<file path="src/hw/rtl/blrc_pkg.sv">
// Shared types and constants for the backlight level ramp controller.
// Used by the serial multiplier, the serial divider and the core top level.
package blrc_pkg;

	localparam int BRIGHT_W     = 16;
	localparam int LEVEL_W      = 10;
	localparam int CMD_W        = 3;
	localparam int PROD_W       = 2 * BRIGHT_W;
	localparam int NUM_W        = PROD_W + 2;
	localparam int DEN_W        = BRIGHT_W + 1;
	localparam int CFG_IDX_W    = 3;
	localparam int CFG_DATA_W   = BRIGHT_W;
	localparam int DIRECT_LIMIT = 20;

	// command codes
	localparam logic [CMD_W-1:0] CMD_TICK   = 3'd0;
	localparam logic [CMD_W-1:0] CMD_INC    = 3'd1;
	localparam logic [CMD_W-1:0] CMD_DEC    = 3'd2;
	localparam logic [CMD_W-1:0] CMD_ON     = 3'd3;
	localparam logic [CMD_W-1:0] CMD_OFF    = 3'd4;
	localparam logic [CMD_W-1:0] CMD_SWITCH = 3'd5;

	// configuration register indexes
	localparam logic [CFG_IDX_W-1:0] REG_MAX_BRIGHT = 3'd0;
	localparam logic [CFG_IDX_W-1:0] REG_MIN_BRIGHT = 3'd1;
	localparam logic [CFG_IDX_W-1:0] REG_LEVEL_CNT  = 3'd2;
	localparam logic [CFG_IDX_W-1:0] REG_LEVEL_STEP = 3'd3;
	localparam logic [CFG_IDX_W-1:0] REG_RAMP_TIME  = 3'd4;

	// register reset values
	localparam logic [BRIGHT_W-1:0] RST_MAX_BRIGHT = 16'd255;
	localparam logic [BRIGHT_W-1:0] RST_MIN_BRIGHT = 16'd0;
	localparam logic [LEVEL_W-1:0]  RST_LEVEL_CNT  = 10'd10;
	localparam logic [BRIGHT_W-1:0] RST_LEVEL_STEP = 16'd25;
	localparam logic [BRIGHT_W-1:0] RST_RAMP_TIME  = 16'd0;

	typedef struct packed {
		logic [CMD_W-1:0]    command;
		logic [BRIGHT_W-1:0] measured_brightness;
	} req_t;

	typedef struct packed {
		logic [BRIGHT_W-1:0] drive_value;
		logic                drive_valid;
		logic [LEVEL_W-1:0]  current_level;
		logic                light_off;
		logic                ramp_active;
	} rsp_t;

endpackage

</file>
<file path="src/hw/rtl/blrc_mul.sv">
// Bit-serial shift-and-add multiplier, one multiplier bit per cycle.
// Depends on blrc_pkg for the operand widths.
module blrc_mul import blrc_pkg::*; (
	input  logic                clk,
	input  logic                arst_n,
	input  logic                start,
	input  logic [BRIGHT_W-1:0] a,
	input  logic [BRIGHT_W-1:0] b,
	output logic                done,
	output logic [PROD_W-1:0]   product
);

	localparam int CNT_W = $clog2(BRIGHT_W);
	localparam logic [CNT_W-1:0] CNT_LAST = CNT_W'(BRIGHT_W - 1);

	logic                busy_q;
	logic                done_q;
	logic [CNT_W-1:0]    cnt_q;
	logic [BRIGHT_W-1:0] a_q;
	logic [BRIGHT_W-1:0] hi_q;
	logic [BRIGHT_W-1:0] lo_q;
	logic [BRIGHT_W:0]   sum;

	// add the multiplicand into the upper half when the next multiplier bit is set
	assign sum = {1'b0, hi_q} + (lo_q[0] ? {1'b0, a_q} : {(BRIGHT_W+1){1'b0}});

	always_ff @(posedge clk or negedge arst_n) begin
		if (!arst_n) begin
			busy_q <= 1'b0;
			done_q <= 1'b0;
			cnt_q  <= '0;
		end else begin
			done_q <= busy_q && !start && (cnt_q == CNT_LAST);
			if (start) begin
				busy_q <= 1'b1;
				cnt_q  <= '0;
			end else if (busy_q) begin
				cnt_q <= cnt_q + 1'b1;
				if (cnt_q == CNT_LAST) begin
					busy_q <= 1'b0;
				end
			end
		end
	end

	always_ff @(posedge clk) begin
		if (start) begin
			a_q  <= a;
			hi_q <= '0;
			lo_q <= b;
		end else if (busy_q) begin
			hi_q <= sum[BRIGHT_W:1];
			lo_q <= {sum[0], lo_q[BRIGHT_W-1:1]};
		end
	end

	assign done    = done_q;
	assign product = {hi_q, lo_q};

endmodule

</file>
<file path="src/hw/rtl/blrc_div.sv">
// Bit-serial restoring divider, one quotient bit per cycle.
// Depends on blrc_pkg for the numerator and denominator widths.
module blrc_div import blrc_pkg::*; (
	input  logic             clk,
	input  logic             arst_n,
	input  logic             start,
	input  logic [NUM_W-1:0] num,
	input  logic [DEN_W-1:0] den,
	output logic             done,
	output logic [NUM_W-1:0] quo
);

	localparam int CNT_W = $clog2(NUM_W);
	localparam logic [CNT_W-1:0] CNT_LAST = CNT_W'(NUM_W - 1);

	logic             busy_q;
	logic             done_q;
	logic [CNT_W-1:0] cnt_q;
	logic [DEN_W-1:0] den_q;
	logic [DEN_W-1:0] rem_q;
	logic [NUM_W-1:0] quo_q;
	logic [DEN_W:0]   trial;
	logic [DEN_W:0]   diff;
	logic             fits;

	assign trial = {rem_q, quo_q[NUM_W-1]};
	assign fits  = (trial >= {1'b0, den_q});
	assign diff  = trial - {1'b0, den_q};

	always_ff @(posedge clk or negedge arst_n) begin
		if (!arst_n) begin
			busy_q <= 1'b0;
			done_q <= 1'b0;
			cnt_q  <= '0;
		end else begin
			done_q <= busy_q && !start && (cnt_q == CNT_LAST);
			if (start) begin
				busy_q <= 1'b1;
				cnt_q  <= '0;
			end else if (busy_q) begin
				cnt_q <= cnt_q + 1'b1;
				if (cnt_q == CNT_LAST) begin
					busy_q <= 1'b0;
				end
			end
		end
	end

	always_ff @(posedge clk) begin
		if (start) begin
			den_q <= den;
			rem_q <= '0;
			quo_q <= num;
		end else if (busy_q) begin
			rem_q <= fits ? diff[DEN_W-1:0] : trial[DEN_W-1:0];
			quo_q <= {quo_q[NUM_W-2:0], fits};
		end
	end

	assign done = done_q;
	assign quo  = quo_q;

endmodule

</file>
<file path="src/hw/rtl/backlight_level_ramp_controller_core.sv">
// Backlight level ramp controller core: top level with level state, command decode and tick sequencer.
// Depends on blrc_pkg, blrc_mul and blrc_div.
//
// Every accepted request yields exactly one response. Level commands (inc, dec, on, off,
// switch and the undefined codes) go from acceptance to the commit step, which hands over
// their response once the response register is free; the next request can be taken when
// the sequencer is back in idle. A tick first forms the target brightness with the
// bit-serial multiplier and then commits when the ramp time is at or below the direct limit
// or the measured value already equals the target. A ramping tick then uses the multiplier
// a second time for level_step * |difference| and the bit-serial divider for the rounded
// step before it commits. One request is in work at a time, but the next one is taken while
// a finished response still waits on a stalled output. Configuration writes take effect at
// once and are to be made only while idle.
module backlight_level_ramp_controller_core import blrc_pkg::*; (
	input  logic                  clk,
	input  logic                  arst_n,
	input  logic                  req_valid,
	output logic                  req_stall,
	input  req_t                  req_data,
	output logic                  rsp_valid,
	input  logic                  rsp_stall,
	output rsp_t                  rsp_data,
	input  logic                  cfg_we,
	input  logic [CFG_IDX_W-1:0]  cfg_index,
	input  logic [CFG_DATA_W-1:0] cfg_data
);

	// sequencer states
	localparam logic [2:0] ST_IDLE = 3'd0;
	localparam logic [2:0] ST_TGT  = 3'd1;  // wait for level_step * level
	localparam logic [2:0] ST_CMP  = 3'd2;  // choose direct, idle or ramp
	localparam logic [2:0] ST_MUL  = 3'd3;  // wait for level_step * |diff|
	localparam logic [2:0] ST_DIV  = 3'd4;  // wait for the rounded step
	localparam logic [2:0] ST_DONE = 3'd5;  // commit state, hand over response

	// configuration
	logic [BRIGHT_W-1:0] max_bright_q;
	logic [BRIGHT_W-1:0] min_bright_q;
	logic [LEVEL_W-1:0]  level_cnt_q;
	logic [BRIGHT_W-1:0] level_step_q;
	logic [BRIGHT_W-1:0] ramp_time_q;

	// controller state
	logic [LEVEL_W-1:0]  level_q;
	logic                off_q;
	logic [LEVEL_W-1:0]  saved_q;
	logic                saved_vld_q;

	// sequencer and request working registers
	logic [2:0]          state_q;
	logic [CMD_W-1:0]    cmd_q;
	logic [BRIGHT_W-1:0] meas_q;
	logic [BRIGHT_W-1:0] tgt_q;
	logic [BRIGHT_W-1:0] dist_q;
	logic                neg_q;

	// tick outcome waiting for commit
	logic [BRIGHT_W-1:0] pend_drive_q;
	logic                pend_valid_q;
	logic                pend_active_q;
	logic                pend_save_q;

	// response register
	rsp_t                rsp_q;
	logic                rsp_vld_q;

	// serial units; the multiplier is shared by both tick products
	logic                mul_start;
	logic [BRIGHT_W-1:0] mul_b;
	logic                mul_done;
	logic [PROD_W-1:0]   mul_prod;
	logic                div_start;
	logic [NUM_W-1:0]    div_num;
	logic                div_done;
	logic [NUM_W-1:0]    div_quo;

	logic                req_take;
	logic                rsp_free;
	logic                direct;
	logic [BRIGHT_W-1:0] dist_nx;
	logic [PROD_W:0]     tgt_sum;
	logic [BRIGHT_W-1:0] tgt_nx;
	logic [PROD_W:0]     prod2;
	logic [NUM_W-1:0]    num_nx;
	logic [NUM_W-1:0]    step_mag;
	logic [BRIGHT_W-1:0] ramp_drive;
	logic [LEVEL_W-1:0]  load_level;
	logic [LEVEL_W-1:0]  level_nx;
	logic                off_nx;
	logic [LEVEL_W-1:0]  saved_nx;
	logic                saved_vld_nx;
	rsp_t                rsp_nx;

	assign req_stall = (state_q != ST_IDLE);
	assign req_take  = req_valid && !req_stall;
	assign rsp_free  = !rsp_vld_q || !rsp_stall;
	assign direct    = (ramp_time_q <= BRIGHT_W'(DIRECT_LIMIT));

	// distance between measured value and target
	assign dist_nx = (meas_q > tgt_q) ? (meas_q - tgt_q) : (tgt_q - meas_q);

	// start the multiplier for the target on a tick, and again for the ramp product
	assign mul_start = (req_take && (req_data.command == CMD_TICK)) ||
	                   ((state_q == ST_CMP) && !direct && (meas_q != tgt_q));
	assign mul_b     = (state_q == ST_CMP) ? dist_nx : {{(BRIGHT_W-LEVEL_W){1'b0}}, level_q};

	blrc_mul u_mul (
		.clk     (clk),
		.arst_n  (arst_n),
		.start   (mul_start),
		.a       (level_step_q),
		.b       (mul_b),
		.done    (mul_done),
		.product (mul_prod)
	);

	// target: offset plus scaled level, clamped to the device maximum; zero while off
	assign tgt_sum = {1'b0, mul_prod} + {{(PROD_W+1-BRIGHT_W){1'b0}}, min_bright_q};
	assign tgt_nx  = off_q ? '0 :
	                 (tgt_sum > {{(PROD_W+1-BRIGHT_W){1'b0}}, max_bright_q}) ? max_bright_q :
	                 tgt_sum[BRIGHT_W-1:0];

	// numerator of the rounded step: 2*step*|diff| + ramp, or 2*step*|diff| - ramp
	// floored at zero when moving down (truncation toward zero)
	assign prod2 = {mul_prod, 1'b0};
	always_comb begin
		if (!neg_q) begin
			num_nx = {1'b0, prod2} + {{(NUM_W-BRIGHT_W){1'b0}}, ramp_time_q};
		end else if (prod2 >= {{(PROD_W+1-BRIGHT_W){1'b0}}, ramp_time_q}) begin
			num_nx = {1'b0, prod2 - {{(PROD_W+1-BRIGHT_W){1'b0}}, ramp_time_q}};
		end else begin
			num_nx = '0;
		end
	end

	assign div_start = (state_q == ST_MUL) && mul_done;
	assign div_num   = num_nx;

	blrc_div u_div (
		.clk    (clk),
		.arst_n (arst_n),
		.start  (div_start),
		.num    (div_num),
		.den    ({ramp_time_q, 1'b0}),
		.done   (div_done),
		.quo    (div_quo)
	);

	// move at least one unit, never past the target
	assign step_mag = (div_quo == '0) ? NUM_W'(1) : div_quo;
	always_comb begin
		if (step_mag >= {{(NUM_W-BRIGHT_W){1'b0}}, dist_q}) begin
			ramp_drive = tgt_q;
		end else if (neg_q) begin
			ramp_drive = meas_q - step_mag[BRIGHT_W-1:0];
		end else begin
			ramp_drive = meas_q + step_mag[BRIGHT_W-1:0];
		end
	end

	// restore the saved level if it is still in range, else take the middle level
	assign load_level = (saved_vld_q && (saved_q < level_cnt_q)) ? saved_q : (level_cnt_q >> 1);

	// state update and response for the request being committed
	always_comb begin
		level_nx            = level_q;
		off_nx              = off_q;
		saved_nx            = saved_q;
		saved_vld_nx        = saved_vld_q;
		rsp_nx.drive_value  = '0;
		rsp_nx.drive_valid  = 1'b0;
		rsp_nx.ramp_active  = 1'b1;
		unique case (cmd_q)
			CMD_TICK: begin
				rsp_nx.drive_value = pend_drive_q;
				rsp_nx.drive_valid = pend_valid_q;
				rsp_nx.ramp_active = pend_active_q;
				if (pend_save_q && !off_q) begin
					saved_nx     = level_q;
					saved_vld_nx = 1'b1;
				end
			end
			CMD_INC: begin
				if (off_q) begin
					level_nx = load_level;
					off_nx   = 1'b0;
				end else if (level_q < level_cnt_q) begin
					level_nx = level_q + 1'b1;
				end
			end
			CMD_DEC: begin
				if (off_q) begin
					level_nx = load_level;
					off_nx   = 1'b0;
				end else if (level_q != '0) begin
					level_nx = level_q - 1'b1;
				end
			end
			CMD_ON: begin
				level_nx = load_level;
				off_nx   = 1'b0;
			end
			CMD_OFF: begin
				if (!off_q) begin
					saved_nx     = level_q;
					saved_vld_nx = 1'b1;
				end
				off_nx = 1'b1;
			end
			CMD_SWITCH: begin
				if (off_q) begin
					level_nx = load_level;
					off_nx   = 1'b0;
				end else begin
					saved_nx     = level_q;
					saved_vld_nx = 1'b1;
					off_nx       = 1'b1;
				end
			end
			default: begin
				// undefined codes: drop the request, report idle
				rsp_nx.ramp_active = 1'b0;
			end
		endcase
		rsp_nx.current_level = level_nx;
		rsp_nx.light_off     = off_nx;
	end

	// configuration registers; writes beyond the list are ignored
	always_ff @(posedge clk or negedge arst_n) begin
		if (!arst_n) begin
			max_bright_q <= RST_MAX_BRIGHT;
			min_bright_q <= RST_MIN_BRIGHT;
			level_cnt_q  <= RST_LEVEL_CNT;
			level_step_q <= RST_LEVEL_STEP;
			ramp_time_q  <= RST_RAMP_TIME;
		end else if (cfg_we) begin
			unique case (cfg_index)
				REG_MAX_BRIGHT: max_bright_q <= cfg_data[BRIGHT_W-1:0];
				REG_MIN_BRIGHT: min_bright_q <= cfg_data[BRIGHT_W-1:0];
				REG_LEVEL_CNT:  level_cnt_q  <= cfg_data[LEVEL_W-1:0];
				REG_LEVEL_STEP: level_step_q <= cfg_data[BRIGHT_W-1:0];
				REG_RAMP_TIME:  ramp_time_q  <= cfg_data[BRIGHT_W-1:0];
				default: ;
			endcase
		end
	end

	// sequencer, controller state and response handover
	always_ff @(posedge clk or negedge arst_n) begin
		if (!arst_n) begin
			state_q     <= ST_IDLE;
			level_q     <= '0;
			off_q       <= 1'b1;
			saved_q     <= '0;
			saved_vld_q <= 1'b0;
			rsp_vld_q   <= 1'b0;
		end else begin
			// release the response once the far side has taken it, unless a new one commits
			if (rsp_vld_q && !rsp_stall && (state_q != ST_DONE)) begin
				rsp_vld_q <= 1'b0;
			end
			unique case (state_q)
				ST_IDLE: begin
					if (req_take) begin
						state_q <= (req_data.command == CMD_TICK) ? ST_TGT : ST_DONE;
					end
				end
				ST_TGT: begin
					if (mul_done) begin
						state_q <= ST_CMP;
					end
				end
				ST_CMP: begin
					state_q <= (direct || (meas_q == tgt_q)) ? ST_DONE : ST_MUL;
				end
				ST_MUL: begin
					if (mul_done) begin
						state_q <= ST_DIV;
					end
				end
				ST_DIV: begin
					if (div_done) begin
						state_q <= ST_DONE;
					end
				end
				ST_DONE: begin
					// hold until the response register is free, then commit
					if (rsp_free) begin
						rsp_vld_q   <= 1'b1;
						level_q     <= level_nx;
						off_q       <= off_nx;
						saved_q     <= saved_nx;
						saved_vld_q <= saved_vld_nx;
						state_q     <= ST_IDLE;
					end
				end
				default: state_q <= ST_IDLE;
			endcase
		end
	end

	// request payload and tick working registers
	always_ff @(posedge clk) begin
		if (req_take) begin
			cmd_q  <= req_data.command;
			meas_q <= req_data.measured_brightness;
		end
		if ((state_q == ST_TGT) && mul_done) begin
			tgt_q <= tgt_nx;
		end
		if (state_q == ST_CMP) begin
			dist_q <= dist_nx;
			neg_q  <= (meas_q > tgt_q);
			if (direct) begin
				pend_drive_q  <= tgt_q;
				pend_valid_q  <= 1'b1;
				pend_active_q <= 1'b1;
				pend_save_q   <= 1'b0;
			end else if (meas_q == tgt_q) begin
				pend_drive_q  <= '0;
				pend_valid_q  <= 1'b0;
				pend_active_q <= 1'b0;
				pend_save_q   <= 1'b1;
			end
		end
		if ((state_q == ST_DIV) && div_done) begin
			pend_drive_q  <= ramp_drive;
			pend_valid_q  <= 1'b1;
			pend_active_q <= 1'b1;
			pend_save_q   <= 1'b0;
		end
		if ((state_q == ST_DONE) && rsp_free) begin
			rsp_q <= rsp_nx;
		end
	end

	assign rsp_valid = rsp_vld_q;
	assign rsp_data  = rsp_q;

	// a fresh response only ever comes out of the commit step
	a_rsp_from_commit: assert property (@(posedge clk) disable iff (!arst_n)
		$rose(rsp_valid) |-> $past(state_q == ST_DONE))
		else $error("response raised outside the commit step");

	// a drive request always reports the ramp as active
	a_drive_active: assert property (@(posedge clk) disable iff (!arst_n)
		(rsp_valid && rsp_data.drive_valid) |-> rsp_data.ramp_active)
		else $error("drive issued while ramp reported idle");

	// a non-zero drive value is never handed out without its valid flag
	a_drive_flag: assert property (@(posedge clk) disable iff (!arst_n)
		(rsp_valid && (rsp_data.drive_value != '0)) |-> rsp_data.drive_valid)
		else $error("drive value without drive flag");

	// the divider only runs after a ramp product has been formed
	a_div_order: assert property (@(posedge clk) disable iff (!arst_n)
		div_done |-> (state_q == ST_DIV))
		else $error("divider finished outside its step");

endmodule
</file>
<file path="config.mk">
export PLATFORM = sky130hd
export DESIGN_NAME = backlight_level_ramp_controller_core
export DESIGN_NICKNAME = d
export VERILOG_FILES = /design/src/hw/rtl/blrc_pkg.sv /design/src/hw/rtl/blrc_mul.sv /design/src/hw/rtl/blrc_div.sv /design/src/hw/rtl/backlight_level_ramp_controller_core.sv
export SDC_FILE = /design/constraint.sdc
export NUM_CORES = 1
export LEC_CHECK = 0
export BUFFER_PORTS_ARGS = -buffer_cell sky130_fd_sc_hd__buf_2
export CAP_MARGIN = 20
export CORE_ASPECT_RATIO = 1.75
export CORE_MARGIN = 5
export CORE_UTILIZATION = 40
export DETAILED_ROUTE_END_ITERATION = 10
export HOLD_SLACK_MARGIN = 0.12
export PLACE_DENSITY = 0.52
export SLEW_MARGIN = 10
export SYNTH_ARGS = -nofsm -noshare
export SYNTH_HDL_FRONTEND = slang
export SYNTH_SLANG_ARGS = --single-unit
</file>
<file path="constraint.sdc">
create_clock -name clk -period 9.05 [get_ports clk]
set_input_delay 0.4525 -clock clk [delete_from_list [all_inputs] [get_ports clk]]
set_output_delay 0.4525 -clock clk [all_outputs]
set_load 0.01 [all_outputs]
</file>
==> results of run 1 <==
-- logic make-up after synthesis --
group	Yosys count	synth area share [%]
buf+inv	298	5.12
mux	101	4.79
fa+ha+maj	190	10.9
compound gates	677	19.4
simple gates	690	14.9
xor+xnor	125	4.90
flops	328	40.0
-- Yosys cell counts, types with 8 or more instances --
| library cell | number |
|---|---|
| dfxtp_1 | 35 |
| nor2b_1 | 23 |
| o31ai_1 | 17 |
| and3_1 | 17 |
| nand3_1 | 37 |
| edfxtp_1 | 179 |
| inv_1 | 172 |
| o21ai_0 | 184 |
| o22ai_1 | 8 |
| clkbuf_1 | 107 |
| a311oi_1 | 9 |
| a211oi_1 | 24 |
| nor4_1 | 18 |
| buf_2 | 9 |
| o21bai_1 | 13 |
| dfrtp_1 | 100 |
| or3_1 | 13 |
| xor2_1 | 36 |
| xnor2_1 | 89 |
| a31oi_1 | 28 |
| a22o_1 | 22 |
| a2111oi_0 | 8 |
| nand3b_1 | 9 |
| o21a_1 | 26 |
| nand2_1 | 190 |
| and2_1 | 43 |
| mux2i_1 | 53 |
| or2_2 | 8 |
| o211ai_1 | 23 |
| mux2_2 | 48 |
| nand4_1 | 28 |
| ha_1 | 182 |
| a21boi_0 | 12 |
| fa_1 | 8 |
| nor2_1 | 189 |
| a21o_1 | 59 |
| dfstp_2 | 14 |
| nand2b_1 | 31 |
| nor3_1 | 55 |
| a21oi_1 | 158 |
-- how the worst max path moves through the flow --
| stage | start | endpoint | slack [ns] | depth (start not counted) |
|---|---|---|---|---|
| after detailed placement | u_mul.lo_q[0]$_DFFE_PP_ | tgt_q[5]$_SDFFCE_PP0P_ | 2.26 | 18 |
| after CTS | u_mul.lo_q[0]$_DFFE_PP_ | tgt_q[5]$_SDFFCE_PP0P_ | 2.25 | 18 |
| after global routing | u_mul.lo_q[0]$_DFFE_PP_ | tgt_q[5]$_SDFFCE_PP0P_ | 1.92 | 18 |
| after global placement | u_mul.lo_q[0]$_DFFE_PP_ | tgt_q[6]$_SDFFCE_PP0P_ | 2.30 | 18 |
| after floorplan | u_mul.lo_q[0]$_DFFE_PP_ | tgt_q[15]$_SDFFCE_PP0P_ | 3.86 | 19 |
| final | u_mul.lo_q[0]$_DFFE_PP_ | tgt_q[7]$_SDFFCE_PP0P_ | 2.30 | 18 |
-- what timing repair did --
action | CTS | global route
endpoints found under the hold margin | 60 | 0
gates resized for setup | 0 | 0
hold buffers | 20 | 0
-- power breakdown --
group          internal, mW  leakage (nW)  switching [mW]  total [mW]
registers              1.94          3.28           0.487        2.43
clock network         0.911         0.591           0.669        1.58
logic                  1.36          6.42            2.03        3.39
total                  4.21          10.3            3.19        7.40
-- routing by layer --
layer	vias up	part of all wire (%)	track usage (%)
li1	8796	-	-
met1	9018	38	26.1
met2	515	52	44.4
met3	191	3.3	2.61
met4	0	6.3	12.9
met5	-	0	0
-- area by class of cell --
type / instances / share of cell area [%]
flip-flops and latches: 328 / 36.1
inverters: 174 / 2.64
clock inverters: 21 / 0.929
diodes: 5 / 0.0505
multi-input cells: 1783 / 49.6
clock buffers: 47 / 4.06
well taps: 696 / 3.51
repair buffers: 119 / 3.07
-- per-stage QoR --
stage	cell area, um2	hold WS (ns)	worst slack, ns	cells	utilization (%)
finish	24800	0.163	2.30	3173	44.8
global route	24800	0.167	1.92	3172	44.8
CTS	24800	0.132	2.25	3168	44.8
detailed placement	23300	0.428	2.26	3080	42.2
global placement	23300	0.427	2.30	3079	42.2
floorplan	22400	0.157	3.86	2409	-
-- critical path, stage by stage (launching register included) --
cell and delay, ns:
edfxtp_1 0.64, ha_1 0.35, fa_1 0.43, a211oi_1 0.32, o21ai_1 0.16, a221o_1 0.40
o21ai_1 0.37, xnor2_1 0.21, ha_1 0.31, a2111oi_0 0.41, o21ai_0 0.14, o311ai_1 0.81
nand4_1 0.18, a2111o_1 0.43, a2111o_1 0.36, nor4_2 0.27, buf_4 0.35, mux2i_1 0.25
nor2_1 0.05
==> flow_summary_export.csv, run 1 <==
group,metric,value,unit
clock_network,clk_pin_slew_worst_paths,0.06,ns
global_routing,grt-ovfl-total,0,
clock_network,cts_tree,"yes",
run,cap_violations,0,
place,hpwl,56500,um
cells_and_area,multi_input_area,0.0123,mm2
power_and_ir_drop,total_power,7.40,mW
timing,report.final.slew_viol_count,0,
clock_network,insertion_delay,0.58,ns
power_and_ir_drop,vdd_drop_max,211,uV
worst_hold_path,min_from,"rsp_stall",
floorplan,rows,114,
clock_network,clk_path_buf_depth,3,
power_and_ir_drop,power.density,299,mW/mm2
worst_hold_path,hold_end,"rsp_valid$_DFF_PN0_",
cells_and_area,drive_gt1_share,9.79,%
clock_network,cts_buffers,37,
floorplan,die_height,323,um
timing,finalSetupTns,0,ns
setup_path,startpoint_type,"register",
routing,drc,0,
global_routing,grt_use_total,23.7,%
logic_synthesis,synth_top_area_share,24.0,%
setup_path,cp_data_arrival_time,7.04,ns
power_and_ir_drop,p_leak,10.3,nW
place,place.gp.congestion,0.960,
setup_path,cp_max_fo,20,
global_routing,grt_antenna_before_repair,2,
routing,wl_per_cell,23.3,um
cells_and_area,area_delta_synth_final,10.8,%
setup_path,reg2regPathDepth,18,
logic_synthesis,synth_area,0.0224,mm2
logic_synthesis,postSynthAreaPerCell,9.28,um2
logic_synthesis,synth_cell_types,80,
logic_synthesis,ys_seq_area_share,40.0,%
clock_network,clock-root-buffer,"clkbuf_16",
routing,ant_nets,0,
run_status,status,"complete, no violations",
cells_and_area,layout_common_cells,"nand2_1, nor2_1, o21ai_0",
logic_synthesis,synth_fp_nets,2642,
timing,finalCriticalPeriod,6.75,ns
logic_synthesis,synth_edf_count,179,
routing,vias_per_cell,5.84,
logic_synthesis,synth_top_cell_by_area,"edfxtp_1",
cells_and_area,fill_cells,5441,
floorplan,start_util,40.4,%
cells_and_area,mostFrequentLayoutCell,"nand2_1",
timing,timing.final.crit_share,74.6,%
setup_path,r2r-end,"tgt_q[7]$_SDFFCE_PP0P_",
worst_hold_path,hold_path_class,"in2reg",
logic_synthesis,ys_seq_elements,328,
timing,max_slew_margin,29.8,%
clock_network,cts_sinks,328,
logic_synthesis,syn-instance-count,2409,
clock_network,htreeDepth,2,
logic_synthesis,synthFlopType,"edfxtp_1",
cells_and_area,nets,2676,
cells_and_area,largest_reg_flops,34,
worst_hold_path,whs_path_depth,3,
place,portBuffers,73,
routing,drt-pass1-iter-count,5,
routing,vias,18500,
routing,wl,73800,um
timing,rsz0062_at_grt,"no",
logic_synthesis,async_reset_ff_share,34.8,%
setup_path,worstReg2RegStart,"u_mul.lo_q[0]$_DFFE_PP_",
clock_network,post_cts_buffers,0,
logic_synthesis,ys.warnings.count,0,
setup_path,rrSetupSlack,2.30,ns
logic_synthesis,synthTopCellsByArea,"edfxtp_1, dfrtp_1, ha_1",
floorplan,die_w,189,um
timing,fmax,0.148,GHz
global_routing,grt_pass1_vias,18600,
setup_path,worst-setup-path-type,"reg2reg",
routing,first_iter_violations,1157,
cells_and_area,seqCellArea,0.00895,mm2
setup_path,cp-end-kind,"register",
setup_path,critPathRequiredTime,9.34,ns
global_routing,grt_pass1_wl,111000,um
timing,worst_slew_pin_slew,1.05,ns
floorplan,dieArea,0.0609,mm2
global_routing,grt_max_degree,65,
timing,final-hold-violation-count,0,
floorplan,core_region_area,0.0553,mm2
timing,setup_viol,0,
timing,fin_skew,0.0266,ns
floorplan,pin_count,74,
No activity file was read; power rests on OpenSTA's default activity.
==> run 2: changes to the inputs <==
==> constraint.sdc (replaced) <==
create_clock -name clk -period 6.9 [get_ports clk]
set_input_delay 0.345 -clock clk [delete_from_list [all_inputs] [get_ports clk]]
set_output_delay 0.345 -clock clk [all_outputs]
set_load 0.01 [all_outputs]
==> flow_summary_export.csv, run 2 (synthesis results as in run 1) <==
group,metric,value,unit
worst_hold_path,hold_end,"max_bright_q[6]$_DFFE_PN1P_",
power_and_ir_drop,total_power,9.78,mW
floorplan,die_w,189,um
clock_network,clk_pin_slew_worst_paths,0.06,ns
cells_and_area,drive_gt1_share,9.87,%
cells_and_area,layout_common_cells,"nand2_1, nor2_1, o21ai_0",
cells_and_area,largest_reg_flops,34,
global_routing,grt_use_total,23.6,%
setup_path,worstReg2RegStart,"u_mul.lo_q[0]$_DFFE_PP_",
timing,fin_hold_ws,0.156,ns
worst_hold_path,whs_path_depth,3,
global_routing,grt_max_degree,59,
worst_hold_path,min_from,"cfg_data[6]",
power_and_ir_drop,vdd_drop_max,227,uV
timing,layout_setup_ws,1.01,ns
timing,setup_viol,0,
cells_and_area,design_area,0.0249,mm2
power_and_ir_drop,p_leak,10.4,nW
clock_network,cts_tree,"yes",
clock_network,htreeDepth,2,
power_and_ir_drop,power.density,392,mW/mm2
worst_hold_path,hold_path_class,"in2reg",
clock_network,cts_sinks,328,
routing,wl_per_cell,23.2,um
timing,fin_skew,0.0227,ns
cells_and_area,fill_cells,5362,
timing,final-hold-violation-count,0,
timing,finalCriticalPeriod,5.89,ns
cells_and_area,nets,2687,
timing,timing.final.crit_share,85.3,%
global_routing,grt-ovfl-total,0,
setup_path,crit_chain,"ha_1, fa_1, a211oi_1, o21ai_1, a221o_1, o21ai_1, xnor2_1, ha_1, a2111oi_0, o21ai_0, o311ai_1, buf_4, nand4_1, a2111o_1, a2111o_1, nor4_2, buf_12, mux2i_1, nor2_1",
routing,first_iter_violations,1140,
cells_and_area,mostFrequentLayoutCell,"nand2_1",
clock_network,cts_resized,0,
floorplan,rows,114,
place,dp_cells,3084,
routing,vias,18400,
timing,fmax,0.170,GHz
setup_path,cp_data_arrival_time,6.17,ns
setup_path,cp_max_fo,17,
run,cap_violations,0,
timing,rsz0062_at_grt,"no",
place,portBuffers,73,
cells_and_area,multi_input_area,0.0123,mm2
global_routing,grt_antenna_before_repair,3,
clock_network,post_cts_buffers,0,
setup_path,r2r-end,"tgt_q[0]$_SDFFCE_PP0P_",
cells_and_area,seqCellArea,0.00895,mm2
floorplan,start_util,40.4,%
setup_path,critPathRequiredTime,7.18,ns
setup_path,reg2regPathDepth,19,
cells_and_area,layoutNonFillerInstCount,3182,
floorplan,die_height,323,um
clock_network,insertion_delay,0.57,ns
routing,vias_per_cell,5.79,
cells_and_area,final_util,45.1,%
cells_and_area,area_delta_synth_final,11.5,%
routing,wl,73800,um
setup_path,worst-setup-path-type,"reg2reg",
timing,worst_slew_pin_slew,1.09,ns
global_routing,grt_pass1_wl,111000,um
place,placed_area,0.0234,mm2
run_status,status,"complete, no violations",
clock_network,cts_hold_buffers,27,
timing,report.final.slew_viol_count,0,
routing,drc,0,
routing,drt-pass1-iter-count,5,
place,hpwl,56500,um
setup_path,cp-end-kind,"register",
timing,max_slew_margin,27.2,%
clock_network,clk_path_buf_depth,3,
timing,finalSetupTns,0,ns
floorplan,dieArea,0.0609,mm2
clock_network,cts_buffers,37,
setup_path,crit_slowest_cell,"a2111oi_0",
place,place.gp.congestion,0.963,
global_routing,grt_pass1_vias,18400,
setup_path,startpoint_type,"register",
setup_path,worst_path_largest_cell_delay,0.45,ns
floorplan,pin_count,74,
clock_network,clock-root-buffer,"clkbuf_16",
setup_path,rrSetupSlack,1.01,ns
place,dp_slack,0.962,ns
routing,ant_nets,0,
floorplan,core_region_area,0.0553,mm2
run 2: cell types whose count changed in the layout (fill, tap and decap cells not counted):
| cell | delta |
|---|---|
| inv_6 | -2 |
| clkdlybuf4s18_2 | +1 |
| buf_2 | -1 |
| bufinv_16 | +2 |
| buf_12 | +1 |
| buf_4 | +3 |
| clkinv_4 | -1 |
| diode_2 | -1 |
| clkbuf_1 | -2 |
| dlygate4sd3_1 | +7 |
| clkbuf_8 | +2 |
| clkinv_1 | +2 |
| clkinvlp_4 | -1 |
| inv_8 | -1 |
run 2: worst max-delay path: cells and delay by family (launching register included):
family	cells	cell delay, ns
simple gates	3	0.54
mux	1	0.22
xor+xnor	1	0.22
compound gates	9	2.83
fa+ha+maj	3	0.98
buf+inv	2	0.43
flops	1	0.39
run 2: per-layer routing:
metal / track usage [%] / part of all wire [%]
met1: 26.0 / 37
met2: 44.9 / 53
met3: 2.30 / 3.8
met4: 11.5 / 5.5
met5: 0 / 0
run 2: cell type report:
cell class                 count  area share (%)
antenna                        4          0.0401
inverter                     174            2.62
sequential                   328            35.9
clock buffer                  47            4.11
clock inverter                20            1.01
tap                          696            3.49
timing repair buffer         130            3.52
multi-input combinational   1783            49.3
run 2: worst max path at each step:
stage                                        from                       to  slack, ns  cells past startpoint
after floorplan           u_mul.lo_q[0]$_DFFE_PP_  tgt_q[15]$_SDFFCE_PP0P_       1.71                     19
final                     u_mul.lo_q[0]$_DFFE_PP_   tgt_q[0]$_SDFFCE_PP0P_       1.01                     19
after global placement    u_mul.lo_q[0]$_DFFE_PP_  tgt_q[11]$_SDFFCE_PP0P_       1.02                     19
after CTS                 u_mul.lo_q[0]$_DFFE_PP_   tgt_q[0]$_SDFFCE_PP0P_       0.98                     19
after global routing      u_mul.lo_q[0]$_DFFE_PP_   tgt_q[0]$_SDFFCE_PP0P_       0.69                     19
after detailed placement  u_mul.lo_q[0]$_DFFE_PP_   tgt_q[0]$_SDFFCE_PP0P_       0.96                     19
run 2: where the power goes:
part           leakage, nW  internal (mW)  switching [mW]
clock network        0.615           1.28           0.856
registers             3.28           2.55           0.624
logic                 6.47           1.81            2.66
total                 10.4           5.63            4.14
